## src/design/cst_pkg.sv

```systemverilog
// coordinate set table: shared constants, codes and types
// used by the interfaces, the controller, the datapath and the top level
`default_nettype none

package cst_pkg;

  localparam int CAPACITY   = 64;
  localparam int COORD_BITS = 16;
  localparam int IDX_W      = $clog2(CAPACITY);
  localparam int CNT_W      = $clog2(CAPACITY + 1);
  localparam int FUNC_W     = 3;

  typedef enum logic [FUNC_W-1:0] {
    FUNC_QUERY  = 3'd0,
    FUNC_INSERT = 3'd1,
    FUNC_REMOVE = 3'd2,
    FUNC_TOGGLE = 3'd3,
    FUNC_CLEAR  = 3'd4,
    FUNC_BBOX   = 3'd5
  } func_e;

  typedef enum logic [1:0] {
    ST_IDLE,
    ST_SCAN,
    ST_DRAIN,
    ST_APPLY
  } state_e;

  typedef logic signed [COORD_BITS-1:0] coord_t;

  typedef struct packed {
    logic [FUNC_W-1:0] func;
    coord_t            pos_x;
    coord_t            pos_y;
  } req_t;

  typedef struct packed {
    logic             was_present;
    logic             table_full;
    logic             set_empty;
    logic [CNT_W-1:0] entry_total;
    coord_t           box_min_x;
    coord_t           box_min_y;
    coord_t           box_max_x;
    coord_t           box_max_y;
  } rsp_t;

  // controller -> datapath
  typedef struct packed {
    logic start;
    logic scan;
    logic apply;
  } cmd_t;

  // datapath -> controller
  typedef struct packed {
    logic last_slot;
  } status_t;

endpackage

`default_nettype wire

```

## src/design/cst_req_if.sv

```systemverilog
// request channel of the coordinate set table: valid/ready plus the request fields
// depends on cst_pkg
`default_nettype none

interface cst_req_if;
  import cst_pkg::*;

  logic              valid;
  logic              ready;
  logic [FUNC_W-1:0] func;
  coord_t            pos_x;
  coord_t            pos_y;

  modport source (output valid, output func, output pos_x, output pos_y, input ready);
  modport sink   (input valid, input func, input pos_x, input pos_y, output ready);
endinterface

`default_nettype wire

```

## src/design/cst_rsp_if.sv

```systemverilog
// result channel of the coordinate set table: valid/ready plus the result fields
// depends on cst_pkg
`default_nettype none

interface cst_rsp_if;
  import cst_pkg::*;

  logic             valid;
  logic             ready;
  logic             was_present;
  logic             table_full;
  logic             set_empty;
  logic [CNT_W-1:0] entry_total;
  coord_t           box_min_x;
  coord_t           box_min_y;
  coord_t           box_max_x;
  coord_t           box_max_y;

  modport source (
    output valid, output was_present, output table_full, output set_empty,
    output entry_total, output box_min_x, output box_min_y, output box_max_x,
    output box_max_y, input ready
  );
  modport sink (
    input valid, input was_present, input table_full, input set_empty,
    input entry_total, input box_min_x, input box_min_y, input box_max_x,
    input box_max_y, output ready
  );
endinterface

`default_nettype wire

```

## src/design/cst_ctrl.sv

```systemverilog
// coordinate set table controller: request handshake, slot scan sequencing,
// result register handshake; depends on cst_pkg
`default_nettype none

module cst_ctrl (
  input  wire logic             clk_i,
  input  wire logic             rst_ni,
  input  wire logic             in_valid_i,
  output logic                  in_ready_o,
  output logic                  out_valid_o,
  input  wire logic             out_ready_i,
  input  wire cst_pkg::status_t status_i,
  output cst_pkg::cmd_t         cmd_o
);
  import cst_pkg::*;

  state_e state_q, state_d;
  logic   out_valid_q, out_valid_d;
  logic   out_free;

  assign out_free = !out_valid_q || out_ready_i;

  always_comb begin
    state_d = state_q;
    case (state_q)
      ST_IDLE: begin
        if (in_valid_i) state_d = ST_SCAN;
      end
      ST_SCAN: begin
        if (status_i.last_slot) state_d = ST_DRAIN;
      end
      ST_DRAIN: begin
        state_d = ST_APPLY;
      end
      ST_APPLY: begin
        if (out_free) state_d = ST_IDLE;
      end
      default: begin
        state_d = ST_IDLE;
      end
    endcase
  end

  always_comb begin
    cmd_o      = '0;
    in_ready_o = 1'b0;
    case (state_q)
      ST_IDLE: begin
        in_ready_o  = 1'b1;
        cmd_o.start = in_valid_i;
      end
      ST_SCAN: begin
        cmd_o.scan = 1'b1;
      end
      ST_APPLY: begin
        cmd_o.apply = out_free;
      end
      default: begin
        cmd_o = '0;
      end
    endcase
  end

  // result register stays full until the receiver takes it
  always_comb begin
    out_valid_d = out_valid_q;
    if (out_valid_q && out_ready_i) out_valid_d = 1'b0;
    if (cmd_o.apply) out_valid_d = 1'b1;
  end

  assign out_valid_o = out_valid_q;

  always_ff @(posedge clk_i or negedge rst_ni) begin
    if (!rst_ni) begin
      state_q     <= ST_IDLE;
      out_valid_q <= 1'b0;
    end else begin
      state_q     <= state_d;
      out_valid_q <= out_valid_d;
    end
  end

endmodule

`default_nettype wire

```

## src/design/cst_dp.sv

```systemverilog
// coordinate set table datapath: slot memories, valid bits, entry count,
// one-slot-per-cycle match / free / bounding box scan, result register; depends on cst_pkg
`default_nettype none

module cst_dp (
  input  wire logic            clk_i,
  input  wire logic            rst_ni,
  input  wire cst_pkg::cmd_t   cmd_i,
  output cst_pkg::status_t     status_o,
  input  wire cst_pkg::req_t   req_i,
  output cst_pkg::rsp_t        rsp_o
);
  import cst_pkg::*;

  coord_t mem_x [CAPACITY];
  coord_t mem_y [CAPACITY];

  logic [CAPACITY-1:0] valid_q;
  logic [CAPACITY-1:0] valid_d;
  logic [CNT_W-1:0]    count_q, count_d;

  req_t             req_q;
  logic [IDX_W-1:0] scan_idx_q;

  // read stage
  logic             rd_live_q;
  logic             rd_valid_q;
  logic [IDX_W-1:0] rd_idx_q;
  coord_t           rd_x_q;
  coord_t           rd_y_q;

  // scan trackers
  logic             hit_q;
  logic [IDX_W-1:0] hit_idx_q;
  logic             free_found_q;
  logic [IDX_W-1:0] free_idx_q;
  logic             any_q;
  coord_t           mnx_q, mny_q, mxx_q, mxy_q;

  rsp_t rsp_q;

  logic do_ins, do_rem, do_clr, full, ins_want, is_bbox;

  assign status_o.last_slot = (scan_idx_q == IDX_W'(CAPACITY - 1));

  // slot memories: written on insert, read one slot a cycle during the scan
  always_ff @(posedge clk_i) begin
    if (cmd_i.apply && do_ins) begin
      mem_x[free_idx_q] <= req_q.pos_x;
      mem_y[free_idx_q] <= req_q.pos_y;
    end
    if (cmd_i.scan) begin
      rd_x_q <= mem_x[scan_idx_q];
      rd_y_q <= mem_y[scan_idx_q];
    end
  end

  always_ff @(posedge clk_i or negedge rst_ni) begin
    if (!rst_ni) begin
      scan_idx_q <= '0;
      rd_live_q  <= 1'b0;
      rd_valid_q <= 1'b0;
      rd_idx_q   <= '0;
    end else begin
      rd_live_q <= cmd_i.scan;
      if (cmd_i.start) begin
        scan_idx_q <= '0;
      end else if (cmd_i.scan) begin
        scan_idx_q <= scan_idx_q + IDX_W'(1);
        rd_valid_q <= valid_q[scan_idx_q];
        rd_idx_q   <= scan_idx_q;
      end
    end
  end

  always_ff @(posedge clk_i) begin
    if (cmd_i.start) begin
      req_q.func  <= req_i.func;
      req_q.pos_x <= req_i.pos_x;
      req_q.pos_y <= req_i.pos_y;
    end
  end

  always_ff @(posedge clk_i or negedge rst_ni) begin
    if (!rst_ni) begin
      hit_q        <= 1'b0;
      hit_idx_q    <= '0;
      free_found_q <= 1'b0;
      free_idx_q   <= '0;
      any_q        <= 1'b0;
    end else if (cmd_i.start) begin
      hit_q        <= 1'b0;
      free_found_q <= 1'b0;
      any_q        <= 1'b0;
    end else if (rd_live_q) begin
      if (rd_valid_q && rd_x_q == req_q.pos_x && rd_y_q == req_q.pos_y) begin
        hit_q     <= 1'b1;
        hit_idx_q <= rd_idx_q;
      end
      // lowest free slot wins
      if (!rd_valid_q && !free_found_q) begin
        free_found_q <= 1'b1;
        free_idx_q   <= rd_idx_q;
      end
      if (rd_valid_q) any_q <= 1'b1;
    end
  end

  always_ff @(posedge clk_i) begin
    if (rd_live_q && rd_valid_q) begin
      if (!any_q) begin
        mnx_q <= rd_x_q;
        mxx_q <= rd_x_q;
        mny_q <= rd_y_q;
        mxy_q <= rd_y_q;
      end else begin
        if (rd_x_q < mnx_q) mnx_q <= rd_x_q;
        if (rd_x_q > mxx_q) mxx_q <= rd_x_q;
        if (rd_y_q < mny_q) mny_q <= rd_y_q;
        if (rd_y_q > mxy_q) mxy_q <= rd_y_q;
      end
    end
  end

  // update decision once the scan is complete
  always_comb begin
    ins_want = 1'b0;
    do_rem   = 1'b0;
    do_clr   = 1'b0;
    is_bbox  = 1'b0;
    case (req_q.func)
      FUNC_INSERT: ins_want = 1'b1;
      FUNC_REMOVE: do_rem   = hit_q;
      FUNC_TOGGLE: begin
        ins_want = !hit_q;
        do_rem   = hit_q;
      end
      FUNC_CLEAR:  do_clr  = 1'b1;
      FUNC_BBOX:   is_bbox = 1'b1;
      default:     ins_want = 1'b0;
    endcase
    do_ins = ins_want && !hit_q && free_found_q;
    full   = ins_want && !hit_q && !free_found_q;
  end

  always_comb begin
    valid_d = valid_q;
    count_d = count_q;
    if (do_clr) begin
      valid_d = '0;
      count_d = '0;
    end else if (do_ins) begin
      valid_d[free_idx_q] = 1'b1;
      count_d             = count_q + CNT_W'(1);
    end else if (do_rem) begin
      valid_d[hit_idx_q] = 1'b0;
      count_d            = count_q - CNT_W'(1);
    end
  end

  always_ff @(posedge clk_i or negedge rst_ni) begin
    if (!rst_ni) begin
      valid_q <= '0;
      count_q <= '0;
    end else if (cmd_i.apply) begin
      valid_q <= valid_d;
      count_q <= count_d;
    end
  end

  always_ff @(posedge clk_i) begin
    if (cmd_i.apply) begin
      rsp_q.was_present <= hit_q;
      rsp_q.table_full  <= full;
      rsp_q.set_empty   <= (count_d == '0);
      rsp_q.entry_total <= count_d;
      if (is_bbox && any_q) begin
        rsp_q.box_min_x <= mnx_q;
        rsp_q.box_min_y <= mny_q;
        rsp_q.box_max_x <= mxx_q;
        rsp_q.box_max_y <= mxy_q;
      end else begin
        rsp_q.box_min_x <= '0;
        rsp_q.box_min_y <= '0;
        rsp_q.box_max_x <= '0;
        rsp_q.box_max_y <= '0;
      end
    end
  end

  assign rsp_o = rsp_q;

endmodule

`default_nettype wire

```

## src/design/coordinate_set_table.sv

```systemverilog
// Coordinate set table: a set of up to 64 signed 16-bit (x, y) pairs.
// Requests arrive on req_i (func, pos_x, pos_y): query, insert, remove,
// toggle, clear all, bounding box. Each request produces exactly one result
// on rsp_o: was_present, table_full, set_empty, entry_total and, for a
// bounding box request, the min/max x and y (zero otherwise or when empty).
// Every request scans all 64 slots through one comparator, one slot per
// cycle out of the coordinate memory, then takes one read drain step and
// one update step; a new request is accepted only once the last one has
// left its update step and the block is back in idle.
// The result sits in an output register; the next request is accepted while
// it waits. If the receiver stalls, the following request holds in its
// update step until the register is taken, and no request is accepted meanwhile.
// Reset clears all slot valid bits and the entry count; the block is ready
// in the first cycle after reset. Coordinate memory needs no clearing pass.
// Depends on cst_pkg, cst_req_if, cst_rsp_if, cst_ctrl and cst_dp.
`default_nettype none

module coordinate_set_table (
  input  wire logic clk_i,
  input  wire logic rst_ni,
  cst_req_if.sink   req_i,
  cst_rsp_if.source rsp_o
);
  import cst_pkg::*;

  cmd_t    cmd;
  status_t status;
  req_t    req;
  rsp_t    rsp;

  assign req.func  = req_i.func;
  assign req.pos_x = req_i.pos_x;
  assign req.pos_y = req_i.pos_y;

  cst_ctrl u_ctrl (
    .clk_i       (clk_i),
    .rst_ni      (rst_ni),
    .in_valid_i  (req_i.valid),
    .in_ready_o  (req_i.ready),
    .out_valid_o (rsp_o.valid),
    .out_ready_i (rsp_o.ready),
    .status_i    (status),
    .cmd_o       (cmd)
  );

  cst_dp u_dp (
    .clk_i    (clk_i),
    .rst_ni   (rst_ni),
    .cmd_i    (cmd),
    .status_o (status),
    .req_i    (req),
    .rsp_o    (rsp)
  );

  assign rsp_o.was_present = rsp.was_present;
  assign rsp_o.table_full  = rsp.table_full;
  assign rsp_o.set_empty   = rsp.set_empty;
  assign rsp_o.entry_total = rsp.entry_total;
  assign rsp_o.box_min_x   = rsp.box_min_x;
  assign rsp_o.box_min_y   = rsp.box_min_y;
  assign rsp_o.box_max_x   = rsp.box_max_x;
  assign rsp_o.box_max_y   = rsp.box_max_y;

  a_busy_after_accept: assert property (@(posedge clk_i) disable iff (!rst_ni)
    req_i.valid && req_i.ready |=> !req_i.ready)
    else $error("request accepted while a scan was already running");

  a_count_bound: assert property (@(posedge clk_i) disable iff (!rst_ni)
    rsp_o.valid |-> rsp_o.entry_total <= CNT_W'(CAPACITY))
    else $error("entry count above capacity");

  a_full_consistent: assert property (@(posedge clk_i) disable iff (!rst_ni)
    rsp_o.valid && rsp_o.table_full |->
      !rsp_o.was_present && rsp_o.entry_total == CNT_W'(CAPACITY))
    else $error("dropped insert with free slots or a present coordinate");

  a_empty_consistent: assert property (@(posedge clk_i) disable iff (!rst_ni)
    rsp_o.valid |-> rsp_o.set_empty == (rsp_o.entry_total == '0))
    else $error("empty flag disagrees with entry count");

endmodule

`default_nettype wire

```

## src/flat_wrapper.sv

```systemverilog
// flat-port wrapper written by rule: the top's interface ports become plain ports
module coordinate_set_table_flat import cst_pkg::*;
  (clk_i, rst_ni, req_i_valid, req_i_func, req_i_pos_x, req_i_pos_y, req_i_ready, rsp_o_valid, rsp_o_was_present, rsp_o_table_full, rsp_o_set_empty, rsp_o_entry_total, rsp_o_box_min_x, rsp_o_box_min_y, rsp_o_box_max_x, rsp_o_box_max_y, rsp_o_ready);
  cst_req_if req_i_i ();
  cst_rsp_if rsp_o_i ();
  input  wire logic clk_i;
  input  wire logic rst_ni;
  input wire logic [$bits(req_i_i.valid)-1:0] req_i_valid;
  input wire logic [$bits(req_i_i.func)-1:0] req_i_func;
  input wire logic [$bits(req_i_i.pos_x)-1:0] req_i_pos_x;
  input wire logic [$bits(req_i_i.pos_y)-1:0] req_i_pos_y;
  output wire logic [$bits(req_i_i.ready)-1:0] req_i_ready;
  output wire logic [$bits(rsp_o_i.valid)-1:0] rsp_o_valid;
  output wire logic [$bits(rsp_o_i.was_present)-1:0] rsp_o_was_present;
  output wire logic [$bits(rsp_o_i.table_full)-1:0] rsp_o_table_full;
  output wire logic [$bits(rsp_o_i.set_empty)-1:0] rsp_o_set_empty;
  output wire logic [$bits(rsp_o_i.entry_total)-1:0] rsp_o_entry_total;
  output wire logic [$bits(rsp_o_i.box_min_x)-1:0] rsp_o_box_min_x;
  output wire logic [$bits(rsp_o_i.box_min_y)-1:0] rsp_o_box_min_y;
  output wire logic [$bits(rsp_o_i.box_max_x)-1:0] rsp_o_box_max_x;
  output wire logic [$bits(rsp_o_i.box_max_y)-1:0] rsp_o_box_max_y;
  input wire logic [$bits(rsp_o_i.ready)-1:0] rsp_o_ready;
  assign req_i_i.valid = req_i_valid;
  assign req_i_i.func = req_i_func;
  assign req_i_i.pos_x = req_i_pos_x;
  assign req_i_i.pos_y = req_i_pos_y;
  assign req_i_ready = req_i_i.ready;
  assign rsp_o_valid = rsp_o_i.valid;
  assign rsp_o_was_present = rsp_o_i.was_present;
  assign rsp_o_table_full = rsp_o_i.table_full;
  assign rsp_o_set_empty = rsp_o_i.set_empty;
  assign rsp_o_entry_total = rsp_o_i.entry_total;
  assign rsp_o_box_min_x = rsp_o_i.box_min_x;
  assign rsp_o_box_min_y = rsp_o_i.box_min_y;
  assign rsp_o_box_max_x = rsp_o_i.box_max_x;
  assign rsp_o_box_max_y = rsp_o_i.box_max_y;
  assign rsp_o_i.ready = rsp_o_ready;
  coordinate_set_table u_core (.clk_i(clk_i), .rst_ni(rst_ni), .req_i(req_i_i), .rsp_o(rsp_o_i));
endmodule
```

## config.mk

```make
export PLATFORM = sky130hd
export DESIGN_NAME = coordinate_set_table_flat
export DESIGN_NICKNAME = d
export VERILOG_FILES = /design/src/design/cst_pkg.sv /design/src/design/cst_req_if.sv /design/src/design/cst_rsp_if.sv /design/src/design/cst_ctrl.sv /design/src/design/cst_dp.sv /design/src/design/coordinate_set_table.sv /design/src/flat_wrapper.sv
export SDC_FILE = /design/constraint.sdc
export NUM_CORES = 2
export LEC_CHECK = 0
export BUFFER_PORTS_ARGS = -buffer_cell sky130_fd_sc_hd__buf_2
export CAP_MARGIN = 20
export CORE_ASPECT_RATIO = 2
export CORE_UTILIZATION = 55
export DETAILED_ROUTE_END_ITERATION = 6
export PLACE_DENSITY = 0.67
export SLEW_MARGIN = 20
export SYNTH_ARGS = -nofsm -noshare
export SYNTH_HDL_FRONTEND = slang
export SYNTH_SLANG_ARGS = --single-unit
```

## constraint.sdc

```tcl
create_clock -name clk_i -period 9.15 [get_ports clk_i]
set_input_delay 0.915 -clock clk_i [delete_from_list [all_inputs] [get_ports clk_i]]
set_output_delay 0.915 -clock clk_i [all_outputs]
set_load 0.01 [all_outputs]
```

==> results.md <==
Outcome:
- The run finished with clean final reports.

CTS:
- The number of levels in the clock H-tree is 4.
- The hold buffer count at cts is 0.
- The total number of clock tree sinks is 2356.
- The later pin in the worst-skew pair is clocked with a latency of 0.85 ns.
- Clock-pin slew was measured on the worst setup and hold paths at roughly 0.070 ns.
- Counting along the longest clock path gives a buffer depth of 4.
- The clock tree root driver cell is sky130_fd_sc_hd__clkbuf_16.
- The CTS tree is done.
- The number of gates resized after CTS was 0.
- Buffers inserted during clock tree synthesis total about 200.
- The post-CTS setup-driven buffer insertion count is 0.

Power and ir drop:
- The power per cell area is ~280 nW/um^2.
- For this design the static power due to leakage is about 33 nW.
- Across the VDD grid, the largest voltage drop is about 0.22 mV.
- In this run the power spent charging and discharging nets is approximately 8.0 mW.
- Of the total power, registers draw 0.464.
- Of the total power, the clock network draws 0.307.
- Total power for the finished layout comes to approximately 28 mW.
- Of the total power, the share spent switching nets is 0.282.
- The internal power of the cells is ~20 mW.
- The share of total power dissipated in combinational logic is 0.229.

Floorplan:
- The die boundary height is between 500 and 600 um.
- The area of the core is approximately 170000 um^2.
- The die outline width is a little under 300 um.
- 115 I/O pins were placed.
- The floorplan has about 210 rows.
- The die covers between 150000 and 200000 um^2.
- The initial cell density of the core is 0.553.

Layout:
- In the layout the commonest cells are 2253 x sky130_fd_sc_hd__edfxtp_1, 603 x sky130_fd_sc_hd__mux4_2, 206 x sky130_fd_sc_hd__clkbuf_16.
- The most common cell after layout, fill and taps aside is sky130_fd_sc_hd__edfxtp_1.
- The final cell area excluding filler cells is approximately 100000 um^2.
- The multi-input combinational cell area is approximately 21000 um^2.
- The final layout contains approximately 4600 nets.
- Fill cells in the final layout number around 11000.
- The share of layout cells above drive strength 1 is 0.275.
- The area overhead of the layout relative to synthesis is 11.4%.
- The register area is around 70000 um^2.

GRT:
- Across every metal layer, demand over resource in global routing totals 0.296.
- The number of global-route vias before repair was roughly 47000.
- The number of antenna violations at the first check in global routing came to 10.
- The first global-routing pass estimated 347000 um of wire.
- Summed over all layers, the global routing overflow is 0.
- The largest net degree at the start of global routing is 120.

Critical path:
- The peak per-stage delay on the critical path is between 0.8 and 0.9 ns.
- Walking the worst path, the cells encountered are buf_4 -> buf_4 -> mux4_2 -> mux4_2 -> a21oi_1 -> nand2_1.
- The startpoint type of the worst setup path is a flop.
- The worst path buffer plus inverter count is 2.
- The reg-to-reg startpoint is u_core.u_dp.scan_idx_q[0].
- STA classifies the critical path endpoint as a flop.
- The data required time at the worst endpoint is about 9.7 ns.
- The reg-to-reg setup timing slack is about 4.9 ns.
- The type of the worst setup path is reg2reg.
- The kind of cell adding the most delay to the critical path is buffers and inverters.
- The arrival time at the worst endpoint is 4.80 ns.
- The number of cells traversed by the worst register-to-register path is 6.
- The endpoint identified for the worst register-to-register timing path is u_core.u_dp.rd_x_q[12].
- On the critical path, the stage with the largest delay is an instance of sky130_fd_sc_hd__dfrtp_4.
- Of all nets on the critical path, the largest fanout is 39.

Synthesis:
- The post-synthesis register bit count is around 2400.
- Synthesis produced a netlist whose cell count is around 4300.
- In this run, synthesis inferred 2253 flip-flops with an integrated enable.
- The share of synthesized area in the top cell type comes to 0.735.
- The flip-flop cell with the highest count after synthesis is sky130_fd_sc_hd__edfxtp_1.
- The share of the Yosys chip area taken by registers is 0.763.
- During synthesis, Yosys emitted a total of 0 warnings.
- The number of distinct library cell variants in the gate-level netlist after synthesis is 67.
- After synthesis the cells add up to approximately 92000 um^2.
- After synthesis, the mean cell area works out to ~22 um^2.
- After synthesis, the share of flip-flops with an asynchronous set or reset is 0.0437.
- The net count after synthesis is 4381.
- The most area-hungry cell type in the Yosys netlist is sky130_fd_sc_hd__edfxtp_1.
- By area the synthesized netlist is led by sky130_fd_sc_hd__edfxtp_1 74%, sky130_fd_sc_hd__mux4_2 15%, sky130_fd_sc_hd__dfrtp_1 2.8%.

Timing:
- The post-route worst hold slack is approximately 0.094 ns.
- The final hold violation count was 0.
- Subtracting the final worst setup slack from the clock period gives approximately 4.2 ns.
- The total of endpoints with negative setup slack in the final report is 0.
- The max-slew violation count is 0.
- Of the available clock period, the critical path in the final layout requires 0.462.
- Setup repair after global routing left no endpoint under its margin.
- The clock arrives with 0.0500 ns of skew.
- The fmax is 237 MHz.
- For the pin with the worst max-slew slack, the measured transition is ~1.3 ns.
- The relative slew slack is 0.140.
- After routing, the total negative slack on setup checks comes to 0 ns.

Routing:
- The total routed wirelength is around 250000 um.
- In the final routed layout, each cell accounts on average for between 30 and 40 um.
- In the routed design, unresolved DRC markers number 0.
- The total via count after detailed routing is 45637.
- Dividing the detail-routed via count by the number of cells gives 6.69.
- The count of TritonRoute iterations in the first routing pass is 5.
- In this run the remaining antenna-violating nets after routing total 0.
- The starting DRC count in detailed routing is between 5000 and 6000.

Placed design:
- The congestion estimate from routability-driven global placement came to roughly 0.86.
- The HPWL after detailed placement is around 140000 um.
- Port buffering added around 110 buffers.
- Once placement finished, the instance area stood at about 96000 um^2.

Min path:
- The path class of the tightest hold or removal check is in2async.

Run:
- Across the run, the number of max-cap violations was 0.
[stage by stage]
stage	instances	setup WS [ns]	utilization
global route	6822	4.61	0.616
floorplan	4273	2.95	-
CTS	6821	4.76	0.616
detailed placement	6464	4.78	0.577
global placement	6463	4.77	0.577
finish	6823	4.92	0.616
[synth_stat cells (4+ instances only)]
master	count
sky130_fd_sc_hd__a211oi_1	57
sky130_fd_sc_hd__a21o_1	15
sky130_fd_sc_hd__a21oi_1	136
sky130_fd_sc_hd__a221oi_1	10
sky130_fd_sc_hd__a22oi_1	11
sky130_fd_sc_hd__and2_1	69
sky130_fd_sc_hd__buf_1	26
sky130_fd_sc_hd__buf_2	59
sky130_fd_sc_hd__buf_4	33
sky130_fd_sc_hd__buf_6	8
sky130_fd_sc_hd__clkbuf_1	86
sky130_fd_sc_hd__dfrtp_1	103
sky130_fd_sc_hd__edfxtp_1	2253
sky130_fd_sc_hd__ha_1	69
sky130_fd_sc_hd__inv_1	76
sky130_fd_sc_hd__mux2_2	32
sky130_fd_sc_hd__mux2i_1	54
sky130_fd_sc_hd__mux4_2	603
sky130_fd_sc_hd__nand2_1	60
sky130_fd_sc_hd__nand2b_1	13
sky130_fd_sc_hd__nand3_1	23
sky130_fd_sc_hd__nand3b_1	5
sky130_fd_sc_hd__nand4_1	23
sky130_fd_sc_hd__nor2_1	150
sky130_fd_sc_hd__nor2b_1	49
sky130_fd_sc_hd__nor3_1	18
sky130_fd_sc_hd__nor3b_1	9
sky130_fd_sc_hd__nor4_1	4
sky130_fd_sc_hd__o211ai_1	4
sky130_fd_sc_hd__o21ai_0	63
sky130_fd_sc_hd__o221a_2	10
sky130_fd_sc_hd__o22a_1	17
sky130_fd_sc_hd__o22ai_1	24
sky130_fd_sc_hd__or3_1	6
sky130_fd_sc_hd__xnor2_1	32
sky130_fd_sc_hd__xor2_1	9
[cell families after synthesis]
family / after synthesis / share of synthesized area
mux: 689 / 0.157
fa+ha+maj: 69 / 0.00938
flops: 2356 / 0.763
xor+xnor: 41 / 0.00390
compound gates: 378 / 0.0262
simple gates: 449 / 0.0250
buf+inv: 291 / 0.0147
[sequential cells by signal, indices dropped and copies added (netlist names), 2 cells and up]
name,flops
u_core.u_dp.rd_idx_q,6
u_core.u_dp.hit_idx_q,6
u_core.u_dp.valid_q,64
u_core.u_dp.rd_x_q,16
u_core.u_ctrl.state_q,2
u_core.u_dp.mxx_q,16
u_core.u_dp.rsp_o,74
u_core.u_dp.mny_q,16
u_core.u_dp.mem_x,1024
u_core.u_dp.scan_idx_q,6
u_core.u_dp.mnx_q,16
u_core.u_dp.mem_y,1024
u_core.u_dp.count_q,7
u_core.u_dp.req_q,35
u_core.u_dp.free_idx_q,6
u_core.u_dp.rd_y_q,16
u_core.u_dp.mxy_q,16
[per-layer routing]
layer,vias to the layer above,global-route usage,wire (um)
met5,-,0,0
met2,2353,0.534,134000
li1,18258,-,-
met3,578,0.0378,17800
met1,24448,0.351,82400
met4,0,0.139,13200
[power groups by stage]
stage               clock, mW  sequential [mW]  combinational [mW]
floorplan                   0             13.2                4.52
global placement            0             13.4                6.49
detailed placement          0             13.4                6.57
CTS                      8.81             13.2                6.59
global route             9.16             13.2                6.90
finish                   8.70             13.2                6.50
[final cells by class]
| cell class | instances | area share |
|---|---|---|
| multi-input combinational | 1626 | 0.204 |
| antenna | 2 | 0.0000488 |
| inverter | 77 | 0.00283 |
| clock inverter | 110 | 0.0120 |
| timing repair buffer | 265 | 0.0174 |
| clock buffer | 247 | 0.0521 |
| sequential | 2356 | 0.685 |
| tap | 2140 | 0.0261 |
[worst max path at each step]
stage,cells after the start,to,from,slack [ns]
floorplan,6,u_core.u_dp.mem_x[29][0],rsp_o_ready,2.95
global route,6,u_core.u_dp.rd_x_q[12],u_core.u_dp.scan_idx_q[0],4.61
CTS,6,u_core.u_dp.rd_x_q[12],u_core.u_dp.scan_idx_q[0],4.76
finish,6,u_core.u_dp.rd_x_q[12],u_core.u_dp.scan_idx_q[0],4.92
detailed placement,6,u_core.u_dp.rd_x_q[12],u_core.u_dp.scan_idx_q[0],4.78
global placement,6,u_core.u_dp.rd_x_q[12],u_core.u_dp.scan_idx_q[0],4.77
(Power assumes the default switching activity.)
